==> src/rtl/slz_pkg.sv <==
// Shared constants, codes and controller/datapath interface types for the LZ image decoder.
package slz_pkg;

    localparam int HIST_DEPTH = 1024;
    localparam int HIST_AW    = $clog2(HIST_DEPTH);
    localparam int LIT_DEPTH  = 256;
    localparam int LIT_AW     = $clog2(LIT_DEPTH);
    localparam int COUNT_W    = 28;
    localparam int SIZE_W     = 27;
    localparam int WORD_W     = 16;
    localparam int RWIDTH_W   = 11;
    localparam int RCOUNT_W   = 16;
    localparam int CFG_W      = 16;
    localparam int DIST_W     = 11;

    localparam logic [RWIDTH_W-1:0] RWIDTH_RESET = 11'd512;
    localparam logic [RCOUNT_W-1:0] RCOUNT_RESET = 16'd256;

    // register indexes
    localparam logic CFG_ROW_WIDTH = 1'b0;
    localparam logic CFG_ROW_COUNT = 1'b1;

    // func codes
    localparam logic [1:0] FUNC_FLAG    = 2'd0;
    localparam logic [1:0] FUNC_LITERAL = 2'd1;
    localparam logic [1:0] FUNC_START   = 2'd2;

    // flag byte fields
    localparam logic [7:0] FLAG_KIND_MASK = 8'hF0;
    localparam logic [7:0] FLAG_COPY_HI   = 8'h80;
    localparam logic [7:0] FLAG_COPY_LO   = 8'h40;
    localparam logic [7:0] FLAG_SEL_MASK  = 8'h30;
    localparam logic [7:0] FLAG_CNT_MASK  = 8'h0F;
    localparam logic [7:0] LIT_REF_BIAS   = 8'd15;   // (flag - 16) + 1

    // output word source
    localparam logic [1:0] SRC_LIT_IN  = 2'd0;
    localparam logic [1:0] SRC_HIST    = 2'd1;
    localparam logic [1:0] SRC_LITHIST = 2'd2;

    typedef struct packed {
        logic capture;
        logic clear;
        logic set_pending;
        logic lit_write;
        logic start_copy;
        logic start_litref;
        logic emit;
        logic next_copy;
    } cmd_t;

    typedef struct packed {
        logic [1:0] func;
        logic [7:0] flag;
        logic       pending_zero;
        logic       image_full;
        logic       copy_more;
        logic       out_free;
    } status_t;

endpackage

==> src/rtl/slz_ctrl.sv <==
// Request sequencer: decodes each accepted request and steps the datapath word by word.
module slz_ctrl (
    input  logic            clk,
    input  logic            rst_n,
    input  logic            in_valid,
    output logic            in_ready,
    input  slz_pkg::status_t status,
    output slz_pkg::cmd_t   cmd
);
    import slz_pkg::*;

    localparam logic [1:0] S_IDLE   = 2'd0;
    localparam logic [1:0] S_DECODE = 2'd1;
    localparam logic [1:0] S_READ   = 2'd2;
    localparam logic [1:0] S_EMIT   = 2'd3;

    logic [1:0] state_reg;
    logic [1:0] state_next;

    always_comb
    begin
        cmd        = '0;
        state_next = state_reg;
        in_ready   = 1'b0;
        case (state_reg)
            S_IDLE:
            begin
                in_ready = 1'b1;
                if (in_valid)
                begin
                    cmd.capture = 1'b1;
                    state_next  = S_DECODE;
                end
            end
            S_DECODE:
            begin
                state_next = S_IDLE;
                case (status.func)
                    FUNC_START:
                    begin
                        cmd.clear = 1'b1;
                    end
                    FUNC_LITERAL:
                    begin
                        if (!status.pending_zero)
                        begin
                            cmd.lit_write = 1'b1;
                            state_next    = S_EMIT;
                        end
                    end
                    FUNC_FLAG:
                    begin
                        // flags are dropped while literals are owed or the image is full
                        if (status.pending_zero && !status.image_full)
                        begin
                            if ((status.flag & FLAG_KIND_MASK) == 8'd0)
                            begin
                                cmd.set_pending = 1'b1;
                            end
                            else if ((status.flag & FLAG_COPY_HI) != 8'd0 &&
                                     (status.flag & FLAG_COPY_LO) != 8'd0)
                            begin
                                cmd.start_copy = 1'b1;
                                state_next     = S_READ;
                            end
                            else
                            begin
                                cmd.start_litref = 1'b1;
                                state_next       = S_READ;
                            end
                        end
                    end
                    default:
                    begin
                        state_next = S_IDLE;
                    end
                endcase
            end
            S_READ:
            begin
                state_next = S_EMIT;
            end
            S_EMIT:
            begin
                if (status.out_free)
                begin
                    cmd.emit = 1'b1;
                    if (status.copy_more)
                    begin
                        cmd.next_copy = 1'b1;
                        state_next    = S_READ;
                    end
                    else
                    begin
                        state_next = S_IDLE;
                    end
                end
            end
            default:
            begin
                state_next = S_IDLE;
            end
        endcase
    end

    always_ff @(posedge clk or negedge rst_n)
    begin
        if (!rst_n)
        begin
            state_reg <= S_IDLE;
        end
        else
        begin
            state_reg <= state_next;
        end
    end

endmodule

==> config.mk <==
export PLATFORM = sky130hd
export DESIGN_NAME = slz_ctrl
export DESIGN_NICKNAME = d
export VERILOG_FILES = /design/src/rtl/slz_pkg.sv /design/src/rtl/slz_ctrl.sv
export SDC_FILE = /design/constraint.sdc
export NUM_CORES = 1
export LEC_CHECK = 0
export BUFFER_PORTS_ARGS = -buffer_cell sky130_fd_sc_hd__buf_2
export CAP_MARGIN = 0
export CELL_PAD_IN_SITES_DETAIL_PLACEMENT = 0
export CELL_PAD_IN_SITES_GLOBAL_PLACEMENT = 1
export CORE_AREA = 4 4 41 43
export CTS_BUF_LIST = sky130_fd_sc_hd__clkbuf_4 sky130_fd_sc_hd__clkbuf_8
export DETAILED_ROUTE_END_ITERATION = 8
export DIE_AREA = 0 0 45 47
export PLACE_DENSITY_LB_ADDON = 0.1
export SKIP_CTS_REPAIR_TIMING = 1
export SYNTH_ARGS = -nofsm -noshare
export SYNTH_HDL_FRONTEND = slang
export SYNTH_SLANG_ARGS = --single-unit
==> constraint.sdc <==
create_clock -name clk -period 2.6 [get_ports clk]
set_input_delay 0.78 -clock clk [delete_from_list [all_inputs] [get_ports clk]]
set_output_delay 0.78 -clock clk [all_outputs]
set_load 0.03 [all_outputs]
## Word level (Yosys, flattened, before mapping)

Index checks and enable logic that the tools add are counted.

- Mux-type cells: 26
- Eq/ne operators: 7
- Reduce and logical (&&, ||, !) cells: 7

Operators by type and width:

| kind | number |
|---|---|
| 2-to-1 mux 2 bit | 11 |
| 2-to-1 mux 1 bit | 12 |
| logical NOT 8 bit | 1 |
| one-hot mux 2 bit (4 select lines) | 1 |
| equality test 2 bit, second input constant | 3 |
| 2-to-1 mux 5 bit | 1 |
| equality test 2 x 1 -> 1 bit, second input constant | 2 |
| logical NOT 2 bit | 2 |
| inequality test 2 bit, second input constant | 2 |
| one-hot mux 2 bit (2 select lines) | 1 |
| logical AND 1 bit | 2 |
| AND reduction 2 bit | 1 |
| logical NOT 1 bit | 1 |

- Output and inout bits: 9
- Logic and storage cells: 41
- Bits of input ports: 17
- Register bits: 2

## Longest topological paths before layout

Gate-level depths: netlist of run 1.

- Word-level depth: 6
- Mapped depth: 3
- Depth with buffers taken out: 3

## Least setup slack after synthesis of run 1

OpenSTA, ideal clock, no wires.

- Path kind: input port to output port
- From: input status[12] (netlist name)
- To: output cmd[6] (netlist name)
- Arrival time: 1.820 ns
- Path slack: 0.000 ns
- Required time: 1.820 ns
- Cell stages on the path: 1
- Buffers on the path: 0
- Cell sequence: nor4b_1

- Word-level cells in the longest chain between the ends: 3

Ends and longest elaborated chain:

| what | RTL line | text |
|---|---|---|
| start, declared | slz_ctrl.sv:7 | `input slz_pkg::status_t status,` |
| equality test 2 bit | slz_ctrl.sv:38 | `case (status.func)` |
| 2-to-1 mux 1 bit | slz_ctrl.sv:38 |  |
| 2-to-1 mux 5 bit | slz_ctrl.sv:25 | `case (state_reg)` |
| end, declared | slz_ctrl.sv:8 | `output slz_pkg::cmd_t cmd` |

Every way passes these cells.

==> results of run 1 <==
-- stage by stage --
step	setup slack (ns)	power [W]	hold WS, ns	instance area [sq um]
2_1_floorplan	0.0772	0.000164	0.484	188
3_3_place_gp	0.0757	0.000210	0.564	312
3_5_place_dp	0.0720	0.000211	0.567	312
4_1_cts	0.0725	0.000286	0.322	334
5_1_grt	0.0495	0.000297	0.333	334
6_report	0.0774	0.000278	0.329	334
-- routing by layer --
| metal | GRT usage, % | up-vias |
|---|---|---|
| li1 | - | 131 |
| met1 | 6.83 | 111 |
| met2 | 9.89 | 9 |
| met3 | 2.68 | 2 |
| met4 | 10.5 | 0 |
| met5 | 0 | - |
-- worst max-delay path: stages --
cell     delay, ns
buf_2         0.09
or4_4         0.54
nand4_2       0.11
a21oi_1       0.05
buf_2         0.17
-- layout make-up --
class / instances / area [sq um]
Timing Repair Buffer: 21 / 105
Multi-Input combinational cell: 19 / 134
Inverter: 1 / 3.75
Sequential cell: 2 / 50.0
Tap cell: 15 / 18.8
Fill cell: 157 / 967
Clock buffer: 3 / 22.5
-- placed cells by master (no fill, tap or decap) --
cell type and n:
nand2_1 2, dfrtp_1 2, nor3b_2 1, inv_1 1
a21oi_1 1, nand3_1 1, nand4_2 1, nor2_1 4
and3b_1 1, and3_1 1, and2_1 2, a221o_1 1
or4_4 1, buf_2 21, nor4b_2 1, o21ai_0 1
nand3b_1 1, clkbuf_4 3
-- logic make-up (layout without fill, tap and decap cells) --
group / Yosys count / in the layout / share of synthesized area (%)
AND/OR/NAND/NOR: 16 / 16 / 59.3
AO/OA/AOI/OAI: 3 / 3 / 11.0
flip-flops: 2 / 2 / 27.6
buffers and inverters: 1 / 25 / 2.07
-- worst max path at each step --
stage                     startpoint  endpoint  cells past startpoint
after detailed placement   status[9]    cmd[2]                      5
after floorplan            status[9]    cmd[5]                      2
after CTS                  status[9]    cmd[2]                      5
final                      status[9]    cmd[2]                      5
after global routing       status[9]    cmd[2]                      5
after global placement     status[9]    cmd[2]                      5
-- where the power goes --
group / switching [W] / internal (W)
Combinational: 0.0000854 / 0.0000521
Sequential: 0.0000232 / 0.0000466
Clock: 0.0000192 / 0.0000511
==> flow_summary.json, run 1 <==
{
  "yosys-top-cells-area": "dfrtp_1 (28%), nor2_1 (8.3%), and2_1 (6.9%)",
  "antenna_found_initial": 0,
  "synthToLayoutAreaGrowth_pct": 84.1,
  "grt_first_pass_wirelength_microns": 986,
  "finalClockSkew_ns": 0.00406,
  "vias_per_cell": 4.15,
  "synth.most_common_cell": "nor2_1",
  "post-place-cells": 58,
  "numPortBuffers": 21,
  "grt_pass1_vias": 260,
  "final_util_pct": 25.7,
  "ys.flop_type": "dfrtp_1",
  "rr_startpoint": "state_reg[0]",
  "core_sq_um": 1300,
  "wl_microns": 657,
  "synth_async_sr_flop_share_pct": 100,
  "die-area_sq_um": 2120,
  "avgSynthCellArea_sq_um": 8.25,
  "drc_errors": 0,
  "fmax_ghz": 0.396,
  "ys_ff_latch": 2,
  "outcome": "complete, no violations",
  "numCtsBuffers": 3,
  "worstMarginPinSlew_ns": 0.212,
  "slew_viol_final": 0,
  "clk_latency_ns": 0.23,
  "power_density_nw_per_um2": 831,
  "route.met3.wl_microns": 62,
  "fin_cells": 61,
  "drive_above_1_share_pct": 60.9,
  "worstPathMaxFanout": 2,
  "rsz0062_at_grt": "false",
  "maxCapViolCount": 0,
  "largest_reg_flops": 2,
  "setup_viol": 0,
  "htreeDepth": 1,
  "fin_nets": 65,
  "peakVddDrop_mv": 0.198,
  "r2r_end": "state_reg[0]",
  "cp_data_arrival_time_ns": 1.74,
  "wl_met1_microns": 237,
  "initial_core_util_pct": 13.9,
  "synthCells": 22,
  "clkTransAtPathRegs_ns": 0.03,
  "worstSetupPathType": "input port to output pin",
  "die_w_microns": 45,
  "cts_tree": "yes",
  "grt_usage_pct": 7.11,
  "wl_met2_microns": 348,
  "finalCritPeriodShare_pct": 97.0,
  "cp-end-kind": "output pin",
  "ys_seq_area_share_pct": 27.6,
  "ys_top_cells_by_count": "nor2_1 (4), and2_1 (2), dfrtp_1 (2), nand2_1 (2)",
  "hold_class": "input port to async pin",
  "syn_nets": 39,
  "r2r_slack_ns": 1.44,
  "vias": 253,
  "antenna_cells": 0,
  "dr.pass1.iters": 2,
  "ys_types": 16,
  "leakage_nw": 0.198,
  "avgRoutedWirePerCell_microns": 10.8,
  "syn-cell-area_sq_um": 181,
  "hpwl_microns": 564,
  "drtIter0Drc": 4,
  "critPathLaunchType": "input port",
  "floorplan.die.height_microns": 47,
  "topRoutingLayerUsed": "met4",
  "grt_max_degree": 7,
  "hold_viol": 0,
  "rows": 13,
  "synth_edf_count": 0,
  "synth_top_area_cell": "dfrtp_1",
  "yosys_warnings": 0,
  "reg2regPathDepth": 3,
  "root_buffer": "clkbuf_4",
  "period_needed_ns": 2.52,
  "cts_buffer_depth": 2,
  "ioPinCount": 26,
  "yosysTopAreaCellShare_pct": 27.6,
  "finalSetupTns_ns": 0,
  "required_ns": 1.82,
  "detail-route-antenna-nets": 0,
  "gp_congestion": 0.696,
  "grt_remaining_overflow": 0,
  "max_slew_margin_pct": 85.8,
  "cts_sinks": 2
}
Power figures use the tool's default switching activity.
==> run 2, diff against run 1 <==
- ABC_AREA: default -> 1
- CORE_AREA: 4 4 41 43 -> 8 8 45 47
- DIE_AREA: 0 0 45 47 -> 0 0 53 55
==> run 2 against run 1 <==
Effect of this change: final cell count rose by 34%; sequential power grew 14%; worst hold slack got worse by 0.0036 ns; total power up 19%; die area increased by 38%; via count rose by 25%; synthesized cell count is 95% higher; utilization up 2.5 points; synthesized area is 40% higher; critical path type unchanged; largest cell class unchanged; largest power group unchanged.
==> flow_summary.json, run 2 <==
{
  "synth_async_sr_flop_share_pct": 100,
  "finalCritPeriodShare_pct": 87.0,
  "hpwl_microns": 650,
  "synthMuxAreaShare_pct": 0,
  "slew_viol_final": 0,
  "synth_top_family_by_area": "simple AND/OR/NAND/NOR gates",
  "finalSetupTns_ns": 0,
  "htreeDepth": 1,
  "worstPathMaxFanout": 2,
  "grt_pass1_vias": 302,
  "ys_ff_latch": 2,
  "cts_buffer_depth": 2,
  "outcome": "complete, no violations",
  "numCtsBuffers": 3,
  "period_needed_ns": 2.26,
  "mostFrequentLayoutCells": "buf_2 (21), nor2_1 (9), nand2_1 (8), inv_1 (8), nand3_1 (4)",
  "vias": 317,
  "die_w_microns": 53,
  "core_sq_um": 1380,
  "synth.most_common_cell": "nor2_1",
  "leakage_nw": 0.242,
  "floorplan.die.height_microns": 55,
  "ys.flop_type": "dfrtp_1",
  "rows": 14,
  "initial_core_util_pct": 18.4,
  "synth_edf_count": 0,
  "crit_family": "simple AND/OR/NAND/NOR gates",
  "required_ns": 1.82,
  "cp_data_arrival_time_ns": 1.48,
  "avgSynthCellArea_sq_um": 5.91,
  "maxCapViolCount": 0,
  "peakVddDrop_mv": 0.165,
  "yosys-top-cells-area": "dfrtp_1 (20%), nor2_1 (13%), inv_1 (12%)",
  "grt_usage_pct": 6.01,
  "multiInputGateArea_sq_um": 159,
  "fin_cells": 82,
  "setup_viol": 0,
  "drtIter0Drc": 1,
  "synth_compound_area_share_pct": 1.97,
  "rsz0062_at_grt": "false",
  "synthSimpleGateAreaFrac_pct": 60.6,
  "post-place-cells": 79,
  "dr.pass1.iters": 2,
  "grt_first_pass_wirelength_mm": 1.19,
  "synth_top_area_cell": "dfrtp_1",
  "cts_sinks": 2,
  "regArea_sq_um": 50.0,
  "antenna_cells": 0,
  "wl_microns": 756,
  "syn_nets": 60,
  "synth-adder-area-share_pct": 0,
  "worstMarginPinSlew_ns": 0.280,
  "ys_types": 14,
  "synthToLayoutAreaGrowth_pct": 53.7,
  "synthCells": 43,
  "gp_congestion": 0.615,
  "synthXorXnorAreaFrac_pct": 0,
  "hold_viol": 0,
  "yosys_warnings": 0,
  "yosysTopAreaCellShare_pct": 19.7,
  "root_buffer": "clkbuf_4",
  "clk_latency_ns": 0.23,
  "numPortBuffers": 21,
  "ioPinCount": 26,
  "cp-end-kind": "output pin",
  "path_buf_inv": 2,
  "fill_cells": 169,
  "finalClockSkew_ns": 0.00615,
  "clkTransAtPathRegs_ns": 0.03,
  "crit_slowest_cell": "nor3_2",
  "cp_cell_sequence": "buf_2 > nor3_2 > nand2_1 > nor2_1 > buf_2",
  "drive_above_1_share_pct": 47.0,
  "grt_remaining_overflow": 0,
  "avgRoutedWirePerCell_microns": 9.22,
  "power_density_nw_per_um2": 843,
  "fmax_ghz": 0.442,
  "critPathLaunchType": "input port",
  "detail-route-antenna-nets": 0,
  "crit_top_cell": "buf_2",
  "hold_class": "input port to async pin",
  "fin_nets": 85,
  "slowest_delay_ns": 0.21,
  "cts_tree": "yes",
  "die-area_sq_um": 2920,
  "syn-cell-area_sq_um": 254,
  "grt_max_degree": 9,
  "drc_errors": 0,
  "max_slew_margin_pct": 81.4,
  "final_common_cell": "buf_2",
  "ys_seq_area_share_pct": 19.7,
  "largest_reg_flops": 2,
  "worstSetupPathType": "input port to output pin",
  "vias_per_cell": 3.87,
  "antenna_found_initial": 0,
  "ys_top_cells_by_count": "nor2_1 (9), inv_1 (8), nand2_1 (8)"
}
## run 2: cell count changes after synthesis, moves of 2 or more
| cell | change |
|---|---|
| and2_1 | -2 |
| inv_1 | +7 |
| nor2_1 | +5 |
| nor3_1 | +3 |
| nor2_2 | +2 |
| nand2_1 | +6 |
| nand3_1 | +3 |
## run 2: power by group
part,switching [W],internal [W]
logic,0.000118,0.0000598
registers,0.0000323,0.0000476
clock network,0.0000200,0.0000511
## run 2: cell type report
cell class,count,area share (%)
tap,16,5.13
inverter,9,8.65
sequential,2,12.8
timing repair buffer,21,26.9
clock buffer,3,5.77
multi-input combinational,31,40.7
## run 2: final timing paths
kind | startpoint | to | slack [ns] | cells past startpoint
max in group asynchronous | rst_n | state_reg[1] | 2.17 | 1
worst max register to register | state_reg[0] | state_reg[1] | 1.65 | 4
worst min register to register | state_reg[1] | state_reg[0] | 0.65 | 2
worst min-delay path | rst_n | state_reg[0] | 0.33 | 1
min in group clk | state_reg[1] | state_reg[0] | 0.65 | 2
worst max-delay path | status[13] | cmd[5] | 0.34 | 5
## run 2: worst reg2reg max path, delay by kind of cell, from the launching register on
kind             cells  cell delay [ns]
DFF                  1             0.49
and+or+nand+nor      4             0.38
## run 2: layer usage
layer	vias up	track usage, %	part of all wire, %
met1	121	5.61	43
met2	16	8.40	42
met4	0	9.05	2.9
met3	2	2.41	12
met5	-	0	0
li1	178	-	-
## run 2: metrics by stage
step / utilization (%) / area (sq um) / total power, W / worst slack (ns) / hold slack, ns
2_1_floorplan: - / 254 / 0.000230 / 0.296 / 0.484
3_3_place_gp: 26.6 / 368 / 0.000267 / 0.318 / 0.565
3_5_place_dp: 26.6 / 368 / 0.000264 / 0.322 / 0.567
4_1_cts: 28.2 / 390 / 0.000340 / 0.321 / 0.317
5_1_grt: 28.2 / 390 / 0.000367 / 0.241 / 0.307
6_report: 28.2 / 390 / 0.000329 / 0.338 / 0.326
## run 2: kinds of logic after synthesis
family / after synthesis
compound gates: 1
buf+inv: 10
flops: 2
simple gates: 30
